--- config.mk ---
export PLATFORM = sky130hd
export DESIGN_NAME = top_k_time_table_insert_top_flat
export DESIGN_NICKNAME = d
export VERILOG_FILES = /design/src/rtl/tkti_pkg.sv /design/src/rtl/tkti_stream_if.sv /design/src/rtl/tkti_cell.sv /design/src/rtl/top_k_time_table_insert_top.sv /design/src/flat_wrapper.sv
export SDC_FILE = /design/constraint.sdc
export NUM_CORES = 1
export LEC_CHECK = 0
export BUFFER_PORTS_ARGS = -buffer_cell sky130_fd_sc_hd__buf_4
export CORE_UTILIZATION = 60
export DETAILED_ROUTE_END_ITERATION = 6
export PLACE_DENSITY = 0.87
export SLEW_MARGIN = 10
export SYNTH_ARGS = -nofsm -noshare
export SYNTH_HDL_FRONTEND = slang
export SYNTH_HIERARCHICAL = 1
export SYNTH_SLANG_ARGS = --single-unit
--- constraint.sdc ---
create_clock -name clk -period 7.5 [get_ports clk]
set_input_delay 0.375 -clock clk [delete_from_list [all_inputs] [get_ports clk]]
set_output_delay 0.375 -clock clk [all_outputs]
set_load 0.05 [all_outputs]
--- src/rtl/tkti_pkg.sv ---
// Shared types and constants for the best-time insertion tables.
`default_nettype none

package tkti_pkg;

    localparam int unsigned TIME_W  = 24;
    localparam int unsigned DAY_W   = 24;
    localparam int unsigned CAT_IN_W = 2;
    localparam int unsigned RANK_W  = 3;
    localparam int unsigned COUNT_W = 4;

    // One input beat
    typedef struct packed {
        logic [CAT_IN_W-1:0] category;
        logic [TIME_W-1:0]   time_value;
        logic [DAY_W-1:0]    day_number;
    } in_beat_t;

    // One result beat
    typedef struct packed {
        logic               accepted;
        logic [RANK_W-1:0]  rank;
        logic [TIME_W-1:0]  best_time;
        logic [COUNT_W-1:0] entry_count;
    } out_beat_t;

    // Hand-off from one cell to the next one down the row
    typedef struct packed {
        logic              ins;
        logic [TIME_W-1:0] time_v;
        logic [DAY_W-1:0]  day_v;
    } cell_link_t;

endpackage

`default_nettype wire

--- src/rtl/tkti_stream_if.sv ---
// Valid/ready stream channel carrying one payload beat.
`default_nettype none

interface tkti_stream_if #(
    parameter type payload_t = logic
);
    logic     valid;
    logic     ready;
    payload_t payload;

    modport source (output valid, output payload, input ready);
    modport sink   (input valid, input payload, output ready);
endinterface

`default_nettype wire

--- src/rtl/tkti_cell.sv ---
// One table slot for every category: compares, inserts or takes its neighbour's entry.
`default_nettype none

module tkti_cell #(
    parameter int unsigned CATEGORY_COUNT = 4,
    parameter int unsigned CAT_W          = 2
) (
    input  wire logic                        clk,
    input  wire logic [CAT_W-1:0]            cat_idx,
    input  wire logic                        slot_valid,
    input  wire logic                        wr_en,
    input  wire logic [tkti_pkg::TIME_W-1:0] new_time,
    input  wire logic [tkti_pkg::DAY_W-1:0]  new_day,
    input  wire tkti_pkg::cell_link_t        link_in,
    output tkti_pkg::cell_link_t             link_out
);

    logic [tkti_pkg::TIME_W-1:0] time_reg [CATEGORY_COUNT];
    logic [tkti_pkg::DAY_W-1:0]  day_reg  [CATEGORY_COUNT];

    logic [tkti_pkg::TIME_W-1:0] cur_time;
    logic [tkti_pkg::DAY_W-1:0]  cur_day;
    logic                        ins;
    logic [tkti_pkg::TIME_W-1:0] time_next;
    logic [tkti_pkg::DAY_W-1:0]  day_next;

    // Slot is at or after the insertion point: empty, or holding a slower time
    always_comb
    begin
        cur_time = time_reg[cat_idx];
        cur_day  = day_reg[cat_idx];
        ins      = !slot_valid || (cur_time > new_time);
        // Take the neighbour's entry past the insertion point, the new one at it
        time_next = link_in.ins ? link_in.time_v : new_time;
        day_next  = link_in.ins ? link_in.day_v  : new_day;
    end

    assign link_out = '{ins: ins, time_v: cur_time, day_v: cur_day};

    // Load the selected category's slot
    always_ff @(posedge clk)
    begin
        if (wr_en && ins)
        begin
            time_reg[cat_idx] <= time_next;
            day_reg[cat_idx]  <= day_next;
        end
    end

endmodule

`default_nettype wire

--- src/rtl/top_k_time_table_insert_top.sv ---
// Top level of the best-time insertion tables: cell row, fill counts and result register.
`default_nettype none

// Keeps an ascending table of up to TABLE_DEPTH (time, day) entries for each of
// CATEGORY_COUNT categories. Each input beat offers one entry to one table; it is
// placed after every entry with an equal or smaller time, so ties keep arrival
// order, and the slowest entry drops off a full table. A row of TABLE_DEPTH cells,
// one per slot, compares every slot against the new time at once and shifts the
// row together, so one beat is taken per clock and its result is held in the output
// register from the next cycle. A new beat is taken while the previous result is
// being taken; the row stalls only while an unread result is held. A category
// number at or beyond CATEGORY_COUNT changes nothing and yields an all-zero result.
// All tables are empty after reset; no clearing pass is needed.
module top_k_time_table_insert_top #(
    parameter int unsigned TABLE_DEPTH    = 8,
    parameter int unsigned CATEGORY_COUNT = 4
) (
    input wire logic  clk,
    input wire logic  rst_n,
    tkti_stream_if.sink   in_ch,
    tkti_stream_if.source out_ch
);

    localparam int unsigned CNT_W = $clog2(TABLE_DEPTH + 1);
    localparam int unsigned POS_W = (TABLE_DEPTH > 1) ? $clog2(TABLE_DEPTH) : 1;
    localparam int unsigned CAT_W = (CATEGORY_COUNT > 1) ? $clog2(CATEGORY_COUNT) : 1;

    logic [CNT_W-1:0]         fill_reg  [CATEGORY_COUNT];
    logic                     out_valid_reg;
    logic                     out_valid_next;
    tkti_pkg::out_beat_t      result_reg;
    tkti_pkg::out_beat_t      result_next;

    tkti_pkg::in_beat_t       beat;
    tkti_pkg::cell_link_t     link [TABLE_DEPTH+1];
    logic                     in_fire;
    logic                     cat_ok;
    logic [CAT_W-1:0]         cat_idx;
    logic [CNT_W-1:0]         cur_count;
    logic [CNT_W-1:0]         new_count;
    logic                     wr_en;
    logic                     place;
    logic [POS_W-1:0]         pos;

    assign beat      = in_ch.payload;
    assign in_ch.ready = !out_valid_reg || out_ch.ready;
    assign in_fire   = in_ch.valid && in_ch.ready;
    assign cat_ok    = (32'(beat.category) < CATEGORY_COUNT);
    assign cat_idx   = CAT_W'(beat.category);
    assign cur_count = fill_reg[cat_idx];
    assign wr_en     = in_fire && cat_ok;

    // Head of the row: nothing moves into slot zero from above
    assign link[0] = '{ins: 1'b0, time_v: '0, day_v: '0};

    // Cell row, one cell per slot
    for (genvar i = 0; i < TABLE_DEPTH; i++)
    begin : g_cell
        logic slot_valid;
        assign slot_valid = (cur_count > CNT_W'(i));

        tkti_cell #(
            .CATEGORY_COUNT (CATEGORY_COUNT),
            .CAT_W          (CAT_W)
        ) u_cell (
            .clk        (clk),
            .cat_idx    (cat_idx),
            .slot_valid (slot_valid),
            .wr_en      (wr_en),
            .new_time   (beat.time_value),
            .new_day    (beat.day_number),
            .link_in    (link[i]),
            .link_out   (link[i+1])
        );
    end

    // Encode the insertion point and work out the new fill count
    always_comb
    begin
        pos = '0;
        for (int i = 0; i < TABLE_DEPTH; i++)
        begin
            if (link[i+1].ins && !link[i].ins)
            begin
                pos = pos | POS_W'(i);
            end
        end
        place     = cat_ok && link[TABLE_DEPTH].ins;
        new_count = cur_count;
        if (place && (cur_count < CNT_W'(TABLE_DEPTH)))
        begin
            new_count = cur_count + CNT_W'(1);
        end
    end

    // Build the result beat
    always_comb
    begin
        result_next = '0;
        if (cat_ok)
        begin
            result_next.accepted    = place;
            result_next.rank        = place ? tkti_pkg::RANK_W'(pos) : '0;
            result_next.best_time   = link[1].ins ? beat.time_value : link[1].time_v;
            result_next.entry_count = tkti_pkg::COUNT_W'(new_count);
        end
    end

    // Hold the result until taken
    always_comb
    begin
        out_valid_next = out_valid_reg;
        if (in_fire)
        begin
            out_valid_next = 1'b1;
        end
        else if (out_ch.ready)
        begin
            out_valid_next = 1'b0;
        end
    end

    always_ff @(posedge clk or negedge rst_n)
    begin
        if (!rst_n)
        begin
            out_valid_reg <= 1'b0;
            for (int c = 0; c < CATEGORY_COUNT; c++)
            begin
                fill_reg[c] <= '0;
            end
        end
        else
        begin
            out_valid_reg <= out_valid_next;
            if (wr_en && place)
            begin
                fill_reg[cat_idx] <= new_count;
            end
        end
    end

    always_ff @(posedge clk)
    begin
        if (in_fire)
        begin
            result_reg <= result_next;
        end
    end

    assign out_ch.valid   = out_valid_reg;
    assign out_ch.payload = result_reg;

    // A held result blocks new beats
    a_stall_blocks_input: assert property (@(posedge clk) disable iff (!rst_n)
        (out_valid_reg && !out_ch.ready) |-> !in_ch.ready)
        else $error("input taken while a result is held");

    // An accepted entry leaves a non-empty table
    a_accept_nonempty: assert property (@(posedge clk) disable iff (!rst_n)
        (out_valid_reg && result_reg.accepted) |-> (result_reg.entry_count != '0))
        else $error("accepted entry with empty table");

    // Rejected entries report rank zero
    a_reject_rank: assert property (@(posedge clk) disable iff (!rst_n)
        (out_valid_reg && !result_reg.accepted) |-> (result_reg.rank == '0))
        else $error("rejected entry with non-zero rank");

    // Fill count of the first table never exceeds the depth
    a_fill_bound: assert property (@(posedge clk) disable iff (!rst_n)
        fill_reg[0] <= CNT_W'(TABLE_DEPTH))
        else $error("fill count beyond table depth");

    // A beat always yields a result in the next cycle
    a_result_follows: assert property (@(posedge clk) disable iff (!rst_n)
        in_fire |=> out_valid_reg)
        else $error("no result after accepted beat");

endmodule

`default_nettype wire

--- src/flat_wrapper.sv ---
// flat-port wrapper written by rule: the top's interface ports become plain ports
module top_k_time_table_insert_top_flat import tkti_pkg::*;
#(
    parameter int unsigned TABLE_DEPTH    = 8,
    parameter int unsigned CATEGORY_COUNT = 4
)
  (clk, rst_n, in_ch_valid, in_ch_payload, in_ch_ready, out_ch_valid, out_ch_payload, out_ch_ready);
  tkti_stream_if #(.payload_t(in_beat_t)) in_ch_i ();
  tkti_stream_if #(.payload_t(out_beat_t)) out_ch_i ();
  input wire logic clk;
  input wire logic rst_n;
  input wire logic [$bits(in_ch_i.valid)-1:0] in_ch_valid;
  input wire logic [$bits(in_ch_i.payload)-1:0] in_ch_payload;
  output wire logic [$bits(in_ch_i.ready)-1:0] in_ch_ready;
  output wire logic [$bits(out_ch_i.valid)-1:0] out_ch_valid;
  output wire logic [$bits(out_ch_i.payload)-1:0] out_ch_payload;
  input wire logic [$bits(out_ch_i.ready)-1:0] out_ch_ready;
  assign in_ch_i.valid = in_ch_valid;
  assign in_ch_i.payload = in_ch_payload;
  assign in_ch_ready = in_ch_i.ready;
  assign out_ch_valid = out_ch_i.valid;
  assign out_ch_payload = out_ch_i.payload;
  assign out_ch_i.ready = out_ch_ready;
  top_k_time_table_insert_top #(.TABLE_DEPTH(TABLE_DEPTH), .CATEGORY_COUNT(CATEGORY_COUNT)) u_core (.clk(clk), .rst_n(rst_n), .in_ch(in_ch_i), .out_ch(out_ch_i));
endmodule
==> impl_metrics.toml <==
[placement]
port_buffers = 63
gp_congestion = 0.865
dp_hpwl_mm = 56.0

[worst_setup_path]
critPathCaptureType = "register"
crit_path_start_kind = "primary input"
cp_data_arrival_time_ns = 5.15
worstPathRequired_ns = 7.77
reg2reg_to = "u_core/fill_reg[9]"
ff2ff_path_depth = 10
reg2reg_from = "u_core/g_cell[7].u_cell/time_reg[3][21]"
crit_fanout = 68
rrSetupSlack_ns = 3.27
criticalPathCategory = "primary input to register"

[floorplan]
die_w_um = 253
die-area_um2 = 63800
die_y_um = 253
coreArea_um2 = 61800
fp-row-count = 91
io_pins = 88
initial_core_util_pct = 60.9

[cells_and_area]
synthToLayoutAreaGrowth_pct = 11.2
nNetsFinal = 2670
fin_util_pct = 67.7
largest_reg_flops = 768
drive_gt1_share_pct = 21.7

[cts]
htree_levels = 3
cts_root_buffer = "clkbuf_16"
cts_tree = "yes"
cts_resized = 0
cts_buffer_depth = 3
numClockSinks = 817
path_clk_slew_ns = 0.06
numCtsBuffers = 79
insertion_delay_ns = 0.64

[job]
cap_violations = 0

[detailed_routing]
drcViolationCount = 0
drt-initial-drc-count = 2577
via_count = 22100
vias_per_cell = 6.65
drtPass1Iterations = 7
wl_per_cell_um = 27.2
antenna_left = 0
wirelength_mm = 90.4

[worst_hold_path]
holdPathStages = 3
hold_class = "primary input to register"
min_to = "u_core/out_ch.valid"
worstHoldStart = "out_ch_ready"

[global_routing]
antenna_found_initial = 0
grt_pass1_wl_mm = 135
track_usage_pct = 28.8
grt_start_max_net_pins = 103
overflow = 0
grt_pass1_vias = 22500

[power]
power.leakage_nw = 15.1
irDropWorstVdd_mv = 0.280
powerDensity_nw_per_um2 = 313

[sta]
worst_clock_skew_ns = 0.0178
slew_viol_final = 0
min_period_ns = 4.88
max_slew_margin_pct = 13.4
timing.final.crit_share_pct = 65.0
fmax_mhz = 205
hold_viol = 0
setup_tns_ns = 0
setup_viol = 0
rsz0062_at_grt = "no"
worst_slew_pin_slew_ns = 1.30

[outcome]
status = "complete, no violations"

[logic_synthesis]
synth_cells = 2354
synth_area_per_cell_um2 = 16.0
yosys_warnings = 6
netlist_area_um2 = 37700
==> critical path: stages <==
cell      delay, ns
buf_8          0.50
buf_4          0.66
mux4_2         0.63
ha_1           0.37
nand4_4        0.17
nor4_4         0.45
o31ai_2        0.33
a21boi_4       1.06
o21ai_0        0.46
==> cell usage in the layout, fill, tap and decap left out, types with 5 or more instances in the layout <==
master	count
a21boi_0	8
clkinvlp_4	5
a21oi_1	66
a211oi_1	8
o211ai_2	8
nand4b_1	16
mux2_2	45
nand4_2	8
nand4_1	41
o2111ai_1	8
clkinv_2	13
conb_1	25
mux4_2	194
clkinv_1	13
clkbuf_1	15
nor4_4	8
bufinv_16	5
inv_1	207
a21boi_4	7
nand4_4	8
edfxtp_1	800
o21ai_0	188
nor2b_1	10
a21oi_4	32
a21o_1	27
dfrtp_1	17
a2111oi_2	8
o31ai_2	7
clkbuf_16	82
nor2_1	17
buf_4	81
nor4_2	8
nand2_1	207
nand3_1	51
ha_1	197
==> routing by layer <==
| metal | routed length (um) | track usage, % | vias to the layer above |
|---|---|---|---|
| met5 | 0 | 0 | - |
| met4 | 5810 | 17.1 | 0 |
| met3 | 8250 | 5.21 | 321 |
| met2 | 44600 | 47.6 | 1409 |
| met1 | 31700 | 35.6 | 11100 |
| li1 | - | - | 9268 |
==> repair_timing <==
action | 4_1_cts | 5_1_grt
setup buffers | 0 | 0
endpoints found under the hold margin | 18 | 0
hold buffers | 2 | 0
==> power by group <==
| group | switching [mW] | internal, mW | total [mW] |
|---|---|---|---|
| Clock | 1.68 | 2.21 | 3.89 |
| Sequential | 0.130 | 6.06 | 6.19 |
| Combinational | 2.13 | 0.901 | 3.03 |
| Total | 3.94 | 9.17 | 13.1 |
==> final cells by class <==
type	count	area, um^2
tap	837	1050
timing repair buffer	87	706
clock buffer	101	2160
inverter	208	781
sequential	817	24400
antenna	1	2.50
fill	3748	20000
clock inverter	39	335
multi-input combinational	1226	12400
==> per-stage QoR <==
| stage | total power, mW | hold slack, ns | std cells | setup slack, ns | instance area, um^2 |
|---|---|---|---|---|---|
| final | 13.1 | 0.121 | 3316 | 2.62 | 41900 |
| after global routing | 13.5 | 0.115 | 3315 | 2.37 | 41900 |
| after CTS | 13.1 | 0.0828 | 3314 | 2.69 | 41800 |
| after detailed placement | 9.15 | 0.248 | 3172 | 2.07 | 39300 |
| after global placement | 8.92 | 0.239 | 3172 | 2.19 | 39300 |
| after floorplan | 8.18 | 0.0794 | 2378 | 3.16 | 37800 |
==> worst max path at each step <==
stage	startpoint	to	cells past startpoint
final	in_ch_payload[48]	u_core/g_cell[5].u_cell/time_reg[0][14]	9
after floorplan	u_core/out_ch.valid	u_core/g_cell[0].u_cell/time_reg[1][0]	4
after detailed placement	in_ch_payload[48]	u_core/fill_reg[13]	12
after global routing	in_ch_payload[48]	u_core/g_cell[5].u_cell/time_reg[3][19]	10
after global placement	in_ch_payload[48]	u_core/fill_reg[5]	12
after CTS	in_ch_payload[48]	u_core/fill_reg[9]	12
(Power assumes the default switching activity.)
